### config.mk
export PLATFORM = sky130hd
export DESIGN_NAME = ordered_value_table
export DESIGN_NICKNAME = d
export VERILOG_FILES = /design/src/design/ovt_pkg.sv /design/src/design/ovt_ram.sv /design/src/design/ovt_ctrl.sv /design/src/design/ordered_value_table.sv
export SDC_FILE = /design/constraint.sdc
export NUM_CORES = 2
export LEC_CHECK = 0
export BUFFER_PORTS_ARGS = -buffer_cell sky130_fd_sc_hd__buf_2
export CAP_MARGIN = 20
export CORE_MARGIN = 5
export CORE_UTILIZATION = 50
export CTS_CLUSTER_SIZE = 28
export DETAILED_ROUTE_END_ITERATION = 6
export PLACE_DENSITY = 0.65
export SETUP_SLACK_MARGIN = 0.4
export SLEW_MARGIN = 20
export SYNTH_ARGS = -nofsm -noshare
export SYNTH_HDL_FRONTEND = slang
export SYNTH_SLANG_ARGS = --single-unit
export TNS_END_PERCENT = 10
### constraint.sdc
create_clock -name clk -period 10.7 [get_ports clk]
set_input_delay 0 -clock clk [delete_from_list [all_inputs] [get_ports clk]]
set_output_delay 0 -clock clk [all_outputs]
set_load 0.005 [all_outputs]
### src/design/ovt_pkg.sv
package ovt_pkg;

  localparam logic [3:0] K_APPEND  = 4'd0;
  localparam logic [3:0] K_PREPEND = 4'd1;
  localparam logic [3:0] K_INSERT  = 4'd2;
  localparam logic [3:0] K_RMAT    = 4'd3;
  localparam logic [3:0] K_RMVAL   = 4'd4;
  localparam logic [3:0] K_FIND    = 4'd5;
  localparam logic [3:0] K_READ    = 4'd6;
  localparam logic [3:0] K_PRED    = 4'd7;
  localparam logic [3:0] K_CLEAR   = 4'd8;

  localparam logic [2:0] ST_OK      = 3'd0;
  localparam logic [2:0] ST_BADPOS  = 3'd1;
  localparam logic [2:0] ST_DUP     = 3'd2;
  localparam logic [2:0] ST_FULL    = 3'd3;
  localparam logic [2:0] ST_MISSING = 3'd4;

  localparam logic REG_KEEP_SORTED    = 1'b0;
  localparam logic REG_PERMIT_REPEATS = 1'b1;

  typedef enum logic [3:0] {
    S_IDLE, S_FIRST, S_LAST, S_MID, S_CHECK, S_SCAN,
    S_FETCH, S_SHUP, S_PUT, S_SHDN, S_DONE
  } state_t;

  typedef struct packed {
    logic keep_sorted;
    logic permit_repeats;
  } mode_t;

  typedef struct packed {
    logic [2:0]         status;
    logic [6:0]         where;
    logic signed [31:0] read_value;
    logic [6:0]         fill;
  } result_t;

endpackage

### src/design/ovt_ram.sv
module ovt_ram #(
  parameter int WIDTH = 32,
  parameter int DEPTH = 64,
  parameter int AW    = $clog2(DEPTH)
) (
  input  logic             clk,
  input  logic             we,
  input  logic [AW-1:0]    waddr,
  input  logic [WIDTH-1:0] wdata,
  input  logic [AW-1:0]    raddr,
  output logic [WIDTH-1:0] rdata
);

  logic [WIDTH-1:0] mem [DEPTH];

  always_ff @(posedge clk) begin
    if (we) begin
      mem[waddr] <= wdata;
    end
    rdata <= mem[raddr];
  end

endmodule

### src/design/ovt_ctrl.sv
module ovt_ctrl import ovt_pkg::*; #(
  parameter int CAPACITY = 64,
  parameter int CW       = $clog2(CAPACITY + 1),
  parameter int AW       = $clog2(CAPACITY)
) (
  input  logic               clk,
  input  logic               rst_n,
  input  logic               in_valid,
  input  logic [3:0]         in_kind,
  input  logic signed [31:0] in_item_value,
  input  logic [6:0]         in_slot,
  output logic               in_stall,
  input  mode_t              mode,
  output logic               res_valid,
  input  logic               res_take,
  output result_t            res,
  output logic               ram_we,
  output logic [AW-1:0]      ram_waddr,
  output logic [31:0]        ram_wdata,
  output logic [AW-1:0]      ram_raddr,
  input  logic [31:0]        ram_rdata
);

  localparam int MW = CW + 1;
  localparam int XW = (CW > 7) ? CW : 7;
  localparam logic [CW-1:0] CAP = CW'(CAPACITY);

  state_t             state_r, state_nxt;
  logic [3:0]         kind_r, kind_nxt;
  logic signed [31:0] val_r, val_nxt;
  logic [CW-1:0]      cnt_r, cnt_nxt;
  logic [CW-1:0]      ipos_r, ipos_nxt;
  logic [CW-1:0]      idx_r, idx_nxt;
  logic signed [MW-1:0] lo_r, lo_nxt, hi_r, hi_nxt, mid_r, mid_nxt;
  logic [2:0]         status_r, status_nxt;
  logic [CW-1:0]      where_r, where_nxt;
  logic signed [31:0] rv_r, rv_nxt;

  logic [3:0]         kind_c;
  logic signed [31:0] val_c, e_c;
  logic [CW-1:0]      ipos_c;
  logic               start_look;
  logic               ord_done;
  logic [CW-1:0]      ord_pos;
  logic               look_done, look_hit;
  logic [CW-1:0]      look_pos;
  logic               shdn_go;
  logic [CW-1:0]      shdn_pos;
  logic signed [MW-1:0] lo_c, hi_c;
  logic [MW:0]        sum_c;

  assign e_c = $signed(ram_rdata);

  always_comb begin
    state_nxt  = state_r;
    kind_nxt   = kind_r;
    val_nxt    = val_r;
    cnt_nxt    = cnt_r;
    ipos_nxt   = ipos_r;
    idx_nxt    = idx_r;
    lo_nxt     = lo_r;
    hi_nxt     = hi_r;
    mid_nxt    = mid_r;
    status_nxt = status_r;
    where_nxt  = where_r;
    rv_nxt     = rv_r;
    ram_we     = 1'b0;
    ram_waddr  = '0;
    ram_wdata  = val_r;
    ram_raddr  = '0;
    kind_c     = (state_r == S_IDLE) ? in_kind : kind_r;
    val_c      = (state_r == S_IDLE) ? in_item_value : val_r;
    ipos_c     = ipos_r;
    start_look = 1'b0;
    ord_done   = 1'b0;
    ord_pos    = '0;
    look_done  = 1'b0;
    look_hit   = 1'b0;
    look_pos   = '0;
    shdn_go    = 1'b0;
    shdn_pos   = '0;
    lo_c       = lo_r;
    hi_c       = hi_r;
    sum_c      = '0;

    case (state_r)
      S_IDLE: begin
        if (in_valid) begin
          kind_nxt   = in_kind;
          val_nxt    = in_item_value;
          status_nxt = ST_OK;
          where_nxt  = '0;
          rv_nxt     = '0;
          state_nxt  = S_DONE;
          case (in_kind)
            K_APPEND, K_PREPEND, K_INSERT: begin
              if (in_kind == K_APPEND) begin
                ipos_c = cnt_r;
              end else if (in_kind == K_PREPEND) begin
                ipos_c = '0;
              end else begin
                ipos_c = CW'(in_slot);
              end
              ipos_nxt = ipos_c;
              if (mode.keep_sorted) begin
                start_look = 1'b1;
              end else if (in_kind == K_INSERT && XW'(in_slot) > XW'(cnt_r)) begin
                status_nxt = ST_BADPOS;
              end else if (mode.permit_repeats) begin
                look_done = 1'b1;
              end else begin
                start_look = 1'b1;
              end
            end
            K_RMAT, K_READ: begin
              if (XW'(in_slot) >= XW'(cnt_r)) begin
                status_nxt = ST_BADPOS;
              end else begin
                ram_raddr = AW'(in_slot);
                where_nxt = CW'(in_slot);
                state_nxt = S_FETCH;
              end
            end
            K_RMVAL, K_FIND, K_PRED: begin
              start_look = 1'b1;
            end
            K_CLEAR: begin
              cnt_nxt = '0;
            end
            default: begin
              state_nxt = S_DONE;
            end
          endcase
        end
      end
      S_FIRST: begin
        if (val_r < e_c) begin
          ord_done = 1'b1;
        end else begin
          ram_raddr = AW'(cnt_r - 1'b1);
          state_nxt = S_LAST;
        end
      end
      S_LAST: begin
        if (val_r > e_c) begin
          ord_done = 1'b1;
          ord_pos  = cnt_r;
        end else begin
          lo_nxt    = '0;
          hi_nxt    = MW'(cnt_r - 1'b1);
          mid_nxt   = MW'((cnt_r - 1'b1) >> 1);
          ram_raddr = AW'((cnt_r - 1'b1) >> 1);
          state_nxt = S_MID;
        end
      end
      S_MID: begin
        if (val_r > e_c) begin
          lo_c = mid_r + 1'b1;
        end else if (val_r < e_c) begin
          hi_c = mid_r - 1'b1;
        end
        if (val_r == e_c) begin
          ord_done = 1'b1;
          ord_pos  = CW'(mid_r);
        end else if (lo_c <= hi_c) begin
          sum_c     = (MW + 1)'($unsigned(lo_c)) + (MW + 1)'($unsigned(hi_c));
          lo_nxt    = lo_c;
          hi_nxt    = hi_c;
          mid_nxt   = MW'(sum_c >> 1);
          ram_raddr = AW'(sum_c >> 1);
        end else begin
          ord_done = 1'b1;
          ord_pos  = (lo_c > mid_r) ? CW'(mid_r + 1'b1) : CW'(mid_r);
        end
      end
      S_CHECK: begin
        look_done = 1'b1;
        look_hit  = (e_c == val_r);
        look_pos  = idx_r;
      end
      S_SCAN: begin
        if (e_c == val_r) begin
          look_done = 1'b1;
          look_hit  = 1'b1;
          look_pos  = idx_r;
        end else if (idx_r + 1'b1 < cnt_r) begin
          ram_raddr = AW'(idx_r + 1'b1);
          idx_nxt   = idx_r + 1'b1;
        end else begin
          look_done = 1'b1;
        end
      end
      S_FETCH: begin
        rv_nxt = e_c;
        if (kind_r == K_RMAT) begin
          shdn_go  = 1'b1;
          shdn_pos = where_r;
        end else begin
          state_nxt = S_DONE;
        end
      end
      S_SHUP: begin
        ram_we    = 1'b1;
        ram_waddr = AW'(idx_r);
        ram_wdata = ram_rdata;
        if (idx_r - 1'b1 > ipos_r) begin
          ram_raddr = AW'(idx_r - 2'd2);
          idx_nxt   = idx_r - 1'b1;
        end else begin
          state_nxt = S_PUT;
        end
      end
      S_PUT: begin
        ram_we    = 1'b1;
        ram_waddr = AW'(ipos_r);
        ram_wdata = val_r;
        cnt_nxt   = cnt_r + 1'b1;
        state_nxt = S_DONE;
      end
      S_SHDN: begin
        ram_we    = 1'b1;
        ram_waddr = AW'(idx_r - 1'b1);
        ram_wdata = ram_rdata;
        if (idx_r + 1'b1 < cnt_r) begin
          ram_raddr = AW'(idx_r + 1'b1);
          idx_nxt   = idx_r + 1'b1;
        end else begin
          cnt_nxt   = cnt_r - 1'b1;
          state_nxt = S_DONE;
        end
      end
      S_DONE: begin
        if (res_take) begin
          state_nxt = S_IDLE;
        end
      end
      default: begin
        state_nxt = S_IDLE;
      end
    endcase

    // begin a lookup: binary search when sorted, else a linear scan
    if (start_look) begin
      if (cnt_r == '0) begin
        if (mode.keep_sorted) begin
          ord_done = 1'b1;
        end else begin
          look_done = 1'b1;
        end
      end else begin
        ram_raddr = '0;
        idx_nxt   = '0;
        state_nxt = mode.keep_sorted ? S_FIRST : S_SCAN;
      end
    end

    if (ord_done) begin
      if (ord_pos < cnt_r) begin
        ram_raddr = AW'(ord_pos);
        idx_nxt   = ord_pos;
        state_nxt = S_CHECK;
      end else begin
        look_done = 1'b1;
        look_hit  = 1'b0;
        look_pos  = ord_pos;
      end
    end

    if (look_done) begin
      state_nxt = S_DONE;
      case (kind_c)
        K_APPEND, K_PREPEND, K_INSERT: begin
          if (mode.keep_sorted) begin
            ipos_c = look_pos;
          end
          ipos_nxt = ipos_c;
          if (!mode.permit_repeats && look_hit) begin
            status_nxt = ST_DUP;
          end else if (cnt_r >= CAP) begin
            status_nxt = ST_FULL;
          end else begin
            where_nxt = ipos_c;
            rv_nxt    = val_c;
            if (ipos_c == cnt_r) begin
              ram_we    = 1'b1;
              ram_waddr = AW'(ipos_c);
              ram_wdata = val_c;
              cnt_nxt   = cnt_r + 1'b1;
            end else begin
              ram_raddr = AW'(cnt_r - 1'b1);
              idx_nxt   = cnt_r;
              state_nxt = S_SHUP;
            end
          end
        end
        K_RMVAL: begin
          if (!look_hit) begin
            status_nxt = ST_MISSING;
          end else begin
            where_nxt = look_pos;
            rv_nxt    = val_c;
            shdn_go   = 1'b1;
            shdn_pos  = look_pos;
          end
        end
        K_FIND: begin
          if (!look_hit) begin
            status_nxt = ST_MISSING;
          end else begin
            where_nxt = look_pos;
            rv_nxt    = val_c;
          end
        end
        K_PRED: begin
          if (!look_hit) begin
            status_nxt = ST_MISSING;
          end else if (look_pos == '0) begin
            status_nxt = ST_BADPOS;
          end else begin
            where_nxt = look_pos - 1'b1;
            ram_raddr = AW'(look_pos - 1'b1);
            state_nxt = S_FETCH;
          end
        end
        default: begin
          state_nxt = S_DONE;
        end
      endcase
    end

    // close the gap left by a removed entry
    if (shdn_go) begin
      if (shdn_pos + 1'b1 < cnt_r) begin
        ram_raddr = AW'(shdn_pos + 1'b1);
        idx_nxt   = shdn_pos + 1'b1;
        state_nxt = S_SHDN;
      end else begin
        cnt_nxt   = cnt_r - 1'b1;
        state_nxt = S_DONE;
      end
    end
  end

  always_comb begin
    in_stall       = (state_r != S_IDLE);
    res_valid      = (state_r == S_DONE);
    res.status     = status_r;
    res.where      = 7'(where_r);
    res.read_value = rv_r;
    res.fill       = 7'(cnt_r);
  end

  always_ff @(posedge clk) begin
    if (!rst_n) begin
      state_r <= S_IDLE;
      cnt_r   <= '0;
    end else begin
      state_r <= state_nxt;
      cnt_r   <= cnt_nxt;
    end
  end

  always_ff @(posedge clk) begin
    kind_r   <= kind_nxt;
    val_r    <= val_nxt;
    ipos_r   <= ipos_nxt;
    idx_r    <= idx_nxt;
    lo_r     <= lo_nxt;
    hi_r     <= hi_nxt;
    mid_r    <= mid_nxt;
    status_r <= status_nxt;
    where_r  <= where_nxt;
    rv_r     <= rv_nxt;
  end

endmodule

### src/design/ordered_value_table.sv
// Ordered value table: a packed list of up to CAPACITY signed 32-bit values.
// Input channel: in_valid/in_stall with in_kind, in_item_value, in_slot.
// One operation (append, prepend, insert, remove, find, read, predecessor,
// clear) is taken at a time; in_stall is high while it is in progress.
// Result channel: out_valid/out_stall with status, position, value and fill.
// Every item gives exactly one result, in order.
// A sorted lookup is a binary search after checks of the first and last
// entry, an unsorted lookup a linear scan of up to fill entries; insert and
// remove then move every later entry one place, one entry per cycle. The
// rate is set by the single read and single write port of the entry memory.
// The result sits in an output register; a stalled result holds there and
// the next item is taken once the block has finished and that register can
// accept a new result.
// Reset (rst_n low, synchronous) empties the table and clears both mode
// registers; cfg_we with cfg_index writes keep_sorted (0) or
// permit_repeats (1) and should only be used while the block is idle.
module ordered_value_table import ovt_pkg::*; #(
  parameter int CAPACITY = 64
) (
  input  logic               clk,
  input  logic               rst_n,
  input  logic               in_valid,
  output logic               in_stall,
  input  logic [3:0]         in_kind,
  input  logic signed [31:0] in_item_value,
  input  logic [6:0]         in_slot,
  output logic               out_valid,
  input  logic               out_stall,
  output logic [2:0]         out_status,
  output logic [6:0]         out_where,
  output logic signed [31:0] out_read_value,
  output logic [6:0]         out_fill,
  input  logic               cfg_we,
  input  logic               cfg_index,
  input  logic               cfg_wdata
);

  localparam int CW = $clog2(CAPACITY + 1);
  localparam int AW = $clog2(CAPACITY);

  mode_t         mode_r;
  logic          out_valid_r;
  result_t       out_r;
  logic          res_valid, res_take;
  result_t       res;
  logic          ram_we;
  logic [AW-1:0] ram_waddr, ram_raddr;
  logic [31:0]   ram_wdata, ram_rdata;

  always_ff @(posedge clk) begin
    if (!rst_n) begin
      mode_r <= '0;
    end else if (cfg_we) begin
      if (cfg_index == REG_KEEP_SORTED) begin
        mode_r.keep_sorted <= cfg_wdata;
      end else if (cfg_index == REG_PERMIT_REPEATS) begin
        mode_r.permit_repeats <= cfg_wdata;
      end
    end
  end

  assign res_take = res_valid && (!out_valid_r || !out_stall);

  always_ff @(posedge clk) begin
    if (!rst_n) begin
      out_valid_r <= 1'b0;
    end else if (res_take) begin
      out_valid_r <= 1'b1;
    end else if (!out_stall) begin
      out_valid_r <= 1'b0;
    end
  end

  always_ff @(posedge clk) begin
    if (res_take) begin
      out_r <= res;
    end
  end

  assign out_valid      = out_valid_r;
  assign out_status     = out_r.status;
  assign out_where      = out_r.where;
  assign out_read_value = out_r.read_value;
  assign out_fill       = out_r.fill;

  ovt_ram #(
    .WIDTH(32),
    .DEPTH(CAPACITY),
    .AW   (AW)
  ) u_ram (
    .clk  (clk),
    .we   (ram_we),
    .waddr(ram_waddr),
    .wdata(ram_wdata),
    .raddr(ram_raddr),
    .rdata(ram_rdata)
  );

  ovt_ctrl #(
    .CAPACITY(CAPACITY),
    .CW      (CW),
    .AW      (AW)
  ) u_ctrl (
    .clk          (clk),
    .rst_n        (rst_n),
    .in_valid     (in_valid),
    .in_kind      (in_kind),
    .in_item_value(in_item_value),
    .in_slot      (in_slot),
    .in_stall     (in_stall),
    .mode         (mode_r),
    .res_valid    (res_valid),
    .res_take     (res_take),
    .res          (res),
    .ram_we       (ram_we),
    .ram_waddr    (ram_waddr),
    .ram_wdata    (ram_wdata),
    .ram_raddr    (ram_raddr),
    .ram_rdata    (ram_rdata)
  );

endmodule

Yosys cells after proc, flatten, opt, wreduce, memory -nomap -nowiden
Memory sizes are Yosys's and may differ from the RTL's. A register that Yosys moved wholly into a read port is not among the register bits.
Cells that the tools add are included.
{"block": "classes", "reduce_logical": 26, "eq_ne": 31, "order_cmp": 11, "bitwise": 1, "add_sub_neg": 11, "muxes": 206}
{"op": "7-bit 2-to-1 mux", "count": 56}
{"op": "32-bit 2-to-1 mux", "count": 12}
{"op": "6-bit 2-to-1 mux", "count": 27}
{"op": "32-bit case mux with 2 select lines", "count": 2}
{"op": "8-bit 2-to-1 mux", "count": 14}
{"op": "4-bit 2-to-1 mux", "count": 21}
{"op": "32-bit == test", "count": 2}
{"op": "7-bit case mux with 3 select lines", "count": 3}
{"op": "8-bit case mux with 2 select lines", "count": 3}
{"op": "4-bit by 3-bit == test with 1-bit output (second input constant)", "count": 11}
{"op": "1-bit 2-to-1 mux", "count": 44}
{"op": "6-bit case mux with 7 select lines", "count": 1}
{"op": "4-bit case mux with 9 select lines", "count": 1}
{"op": "32-bit > comparator", "count": 1}
{"op": "32-bit < comparator", "count": 1}
{"op": "3-bit 2-to-1 mux", "count": 10}
{"op": "7-bit case mux with 2 select lines", "count": 2}
{"op": "4-bit by 2-bit == test with 1-bit output (second input constant)", "count": 6}
{"op": "7-bit by 1-bit adder with 7-bit output (second input constant)", "count": 3}
{"op": "7-bit < comparator", "count": 3}
{"op": "7-bit by 1-bit subtractor with 7-bit output (second input constant)", "count": 3}
{"op": "6-bit case mux with 3 select lines", "count": 1}
{"op": "4-bit == test (second input constant)", "count": 4}
{"op": "3-bit OR reduction", "count": 5}
{"op": "other kinds (32)", "count": 50}
{"block": "word_totals", "ramBits": 2048, "output_inout_bits": 51, "in_bits": 50, "mem_count": 1, "regBits": 179}
{"memory": "u_ram.mem", "depth": 64, "word_bits": 32, "read_ports": 1, "rd_clocked_by_memory_dff": 1, "write_ports": 1, "line_no": "ovt_ram.sv:14", "text": "logic [WIDTH-1:0] mem [DEPTH];"}

Depth between registers and ports, before layout
{"block": "logic_depth", "ltp_word": 23, "depth_mapped": 52}

Hierarchy
From an unflattened synthesis, not the netlist that was laid out.
{"block": "unflattened", "hier_cells": 5089, "area_unflattened_um2": 92512.5}
{"mod": "ovt_ram", "seq_area_each_um2": 62139.6, "cells_each": 3511, "n_inst": 1, "area_per_inst_um2": 79039.6}
{"mod": "ovt_ctrl", "seq_area_each_um2": 3143.0, "cells_each": 1516, "n_inst": 1, "area_per_inst_um2": 11881.4}
{"mod": "ordered_value_table", "seq_area_each_um2": 1531.5, "cells_each": 62, "n_inst": 1, "area_per_inst_um2": 1591.5}

Least setup slack after synthesis
Ideal clock, no wire load.
{"block": "synth_timing", "path_type": "flip-flop to flip-flop", "from": "register u_ctrl.val_r[14]", "to": "memory u_ram.mem[59][0], enable pin", "t_arrival_ps": 9395, "t_required_ps": 10279, "path_stages_with_launch": 35, "n_path_buf": 5, "setup_time_ps": 421, "setup_slack_ps": 884, "path_cell_list": "edfxtp_1 > ha_1 > nand4_1 > a2111oi_0 > o31ai_1 > a31o_2 > clkbuf_1 > nor2_1 > clkbuf_1 > nor2_1 > a21oi_1 > ha_1 > and4b_1 > and3_1 > clkbuf_1 > nor4_1 > xnor2_1 > nor2_1 > a21oi_1 > inv_1 > ha_1 > nand2_1 > a2111oi_0 > a221o_1 > a21o_1 > a31oi_4 > o311ai_1 > nand4_1 > or4b_4 > nor3_1 > buf_2 > a221o_1 > or3b_2 > clkbuf_1 > nor2_1"}
{"block": "synth_via", "elab_chain_cells": 23, "elab_cells_between_ends": 57}
{"item": "start: declaration", "line_no": "ovt_ctrl.sv:30", "text": "logic signed [31:0] val_r, val_nxt;"}
{"item": "start signal: assignment", "line_no": "ovt_ctrl.sv:365", "text": "val_r <= val_nxt;"}
{"item": "branches (longest 23 deep; another with 32-bit > comparator)"}
{"item": "end: declaration", "line_no": "ovt_ram.sv:14"}
Several ways; the timed one is not identified. The select of a mux whose other input is x is not followed.

Worst setup path after layout
{"block": "layout_timing", "from": "register u_ram.rdata[25], read port of u_ram.mem", "to": "register u_ram.rdata[15], read port of u_ram.mem"}
{"block": "layout_via", "elab_chain_cells": 23, "elab_cells_between_ends": 75}
{"item": "start: declaration", "line_no": "ovt_ram.sv:11", "text": "output logic [WIDTH-1:0] rdata"}
{"item": "branches (longest 22 deep; another with 32-bit > comparator)"}
{"item": "6-bit 2-to-1 mux (*)", "line_no": "ovt_ctrl.sv:332", "text": "if (shdn_go) begin"}
Mark *: on every way between the ends. The select of a mux whose other input is x is not followed.
A chain may end at the register's enable or synchronous reset.

==> impl_metrics.yaml <==
synth:
  synthesis.nets: 8064
  synthFlopType: "edfxtp_1"
  yosysSeqAreaShare_pct: 66.1
  yosys_warnings: 0
  synth_top_area_cell: "edfxtp_1"
  async_flop_share_pct: 0
  yosysTopAreaCellShare_pct: 64.1
  ys_types: 99
  synth-edff-count: 2157
  syn_area_um2: 101000
  yosys-top-cells-area: "edfxtp_1, mux2i_1, nand2_1, o21ai_0, dfxtp_1"
  ys_seq_elements: 2259
  syn_area_per_cell_um2: 12.8
  netlist_instances: 7915
floorplanning:
  die_w_um: 460
  die_height_um: 460
  io_pins: 101
  initial_core_util_pct: 50.1
  coreArea_um2: 202000
  fp-row-count: 165
  die-area_um2: 211000
global_routing:
  grt_use_total_pct: 31.6
  grt_max_degree: 101
  grt-ovfl-total: 0
  antenna_found_initial: 14
  grt_pass1_wl_um: 491000
  grt_pass1_vias: 70800
setup_path:
  startpoint_type: "register"
  arrival_ns: 10.92
  worstPathMaxFanout: 7
  slowest_stage: "or4_4"
  setup.worst_path.class: "register to register"
  cp-end-kind: "register"
  required_ns: 11.54
  r2r.worst_path.cells: 54
  crit_path_frequent_cell: "buf_4"
  cp_slowest_stage_delay_ns: 0.66
worst_hold_path:
  hold_depth: 4
  hp-class: "input port to register"
timing:
  setup_viol: 0
  final_max_slew_viol_count: 0
  rsz0062_at_grt: "true"
  clock_skew_ns: 0.0809
  fmax_mhz: 99.2
  max_slew_margin_pct: 24.1
  fin_crit_ns: 10.08
  worstMarginPinSlew_ns: 1.14
  hold_violations: 0
  period_share_pct: 94.2
  timing.setup.tns_ns: 0
power:
  powerDensity_nw_per_um2: 356
  power.leakage_uw: 0.0452
  vdd_drop_max_mv: 0.268
layout:
  drive_gt1_share_pct: 18.9
  synthToLayoutAreaGrowth_pct: 21.6
  fin_util_pct: 60.9
  n_fill_cell: 15100
  fin_nets: 8847
  multiInputGateArea_um2: 32800
  regArea_um2: 66800
placed_design:
  hpwl_um: 219000
  gp_congestion: 1.01
  io_buffers: 100
flow_run:
  drv_cap: 0
clock_tree:
  clkTransAtPathRegs_ns: 0.06
  ctsLongestPathBuffers: 3
  cts_buffers: 228
  clkSinkCount: 2259
  cts_tree: "built"
  htreeDepth: 4
  clock_latency_ns: 0.92
  clockRootBuffer: "clkbuf_16"
route:
  drt_pass1_iterations: 6
  postRouteAntennaNets: 0
  drt_wl_total_um: 343000
  first_iter_violations: 10200
  num_vias: 74200
  wire_per_inst_um: 29.7
  via_per_inst: 6.41
  remaining_drc_errors: 0
outcome:
  status: "complete, no violations"
## cell families (layout without fill, tap and decap cells)
logic type,count (synthesis),count (layout),synth area share (%)
AND/OR/NAND/NOR,2240,2240,10.0
flip-flops,2259,2259,66.1
AO/OA/AOI/OAI,1839,1839,11.6
multiplexers,757,757,7.56
adder cells (fa/ha/maj),99,99,1.23
other,0,9,0
buffers and inverters,670,1651,2.98
XOR/XNOR,51,51,0.442
## worst max-delay path, delay by kind of cell (launching register included)
kind	cells	cell delay (ns)
compound gates	15	2.98
fa+ha+maj	4	1.15
buf+inv	15	1.99
mux	1	0.07
xor+xnor	2	0.29
flops	1	0.44
simple gates	17	3.08
## metrics by stage
stage	worst slack (ns)	std cells	cell area [µm²]	hold WS (ns)	total power (µW)
floorplan	0.884	7915	101000	0.0989	23600
detailed placement	-0.522	11000	113000	0.219	34300
CTS	0.408	11500	121000	0.00291	42400
global placement	-0.450	11000	113000	0.218	34000
finish	0.622	11600	123000	0.0616	43800
global route	0.217	11600	123000	0.0510	45500
## cells in the final DEF, fill, tap and decap left out, types with 50 or more instances in the layout
cell,count
clkbuf_1,51
buf_2,100
ha_1,85
a31oi_1,140
a211oi_1,247
o21ai_0,506
a21boi_0,68
nand3_1,329
a21oi_1,207
inv_1,85
nand2_1,1214
clkinv_1,50
nor2_1,164
dfxtp_1,89
dlygate4sd3_1,88
and3_1,98
mux2i_1,720
o22ai_1,143
clkbuf_16,233
nor2_4,105
buf_12,264
nand4_1,52
o211ai_1,132
o21ai_1,83
a221oi_1,70
edfxtp_1,2157
buf_4,649
## metal layers
| layer | share of wire, % | track usage [%] |
|---|---|---|
| met2 | 45 | 48.7 |
| met3 | 11 | 7.11 |
| met1 | 39 | 43.2 |
| met4 | 5.2 | 14.0 |
| met5 | 0.00087 | 0 |
## cell type report
cell class / instances / share of cell area [%]
Tap cell: 2672 / 2.72
Sequential cell: 2259 / 54.4
Multi-Input combinational cell: 4986 / 26.7
Timing Repair Buffer: 1131 / 9.79
Clock buffer: 290 / 4.93
Clock inverter: 138 / 1.17
Antenna cell: 9 / 0.0183
Inverter: 92 / 0.281
## flip-flops by register name, indices dropped and copies added (netlist names)
register / flops
u_ctrl.status_r: 3
out_read_value: 32
u_ram.mem: 2048
u_ctrl.cnt_r: 7
out_where: 7
out_fill: 7
u_ctrl.val_r: 32
u_ram.rdata: 32
u_ctrl.mid_r: 8
u_ctrl.kind_r: 4
u_ctrl.lo_r: 8
u_ctrl.where_r: 7
u_ctrl.hi_r: 8
mode_r: 2
out_status: 3
u_ctrl.ipos_r: 7
u_ctrl.rv_r: 32
u_ctrl.idx_r: 7
out_valid: 1
u_ctrl.state_r: 4
## power by group
part	switching, µW	internal [µW]
clock	3470	4560
sequential	312	10800
combinational	14900	9740
## synth_stat cells, drive strengths merged, types with 18 or more instances
| cell | count |
|---|---|
| a211o | 36 |
| a211oi | 249 |
| a21boi | 71 |
| a21oi | 225 |
| a221oi | 72 |
| a31oi | 143 |
| and2 | 27 |
| and3 | 101 |
| buf | 195 |
| clkbuf | 383 |
| dfxtp | 102 |
| edfxtp | 2157 |
| ha | 98 |
| inv | 90 |
| mux2 | 36 |
| mux2i | 720 |
| nand2 | 1220 |
| nand3 | 334 |
| nand4 | 53 |
| nor2 | 270 |
| nor2b | 18 |
| nor3 | 46 |
| nor4 | 25 |
| o211ai | 133 |
| o21a | 19 |
| o21ai | 594 |
| o22ai | 143 |
| o2bb2ai | 32 |
| or4 | 62 |
| or4b | 31 |
| xnor2 | 38 |
## final timing paths
kind	endpoint	startpoint	slack (ns)
hold reg to reg	out_read_value[10]$_DFFE_PP_	u_ctrl.rv_r[10]$_DFF_P_	0.42
setup / recovery	u_ram.rdata[15]$_DFF_P_	u_ram.rdata[25]$_DFF_P_	0.62
setup reg to reg	u_ram.rdata[15]$_DFF_P_	u_ram.rdata[25]$_DFF_P_	0.62
hold / removal	out_valid$_SDFFE_PN0P_	out_stall	0.06
## what timing repair did
action                                 in CTS  in global routing
gates resized for setup                    30                150
endpoints found under the hold margin    1484                  0
buffers inserted                            4                 59
setup endpoints to repair                 950               1103
hold buffers                               88                  0
cloned                                      0                  4
pin swaps                                   4                 49
Power figures use the tool's default switching activity.
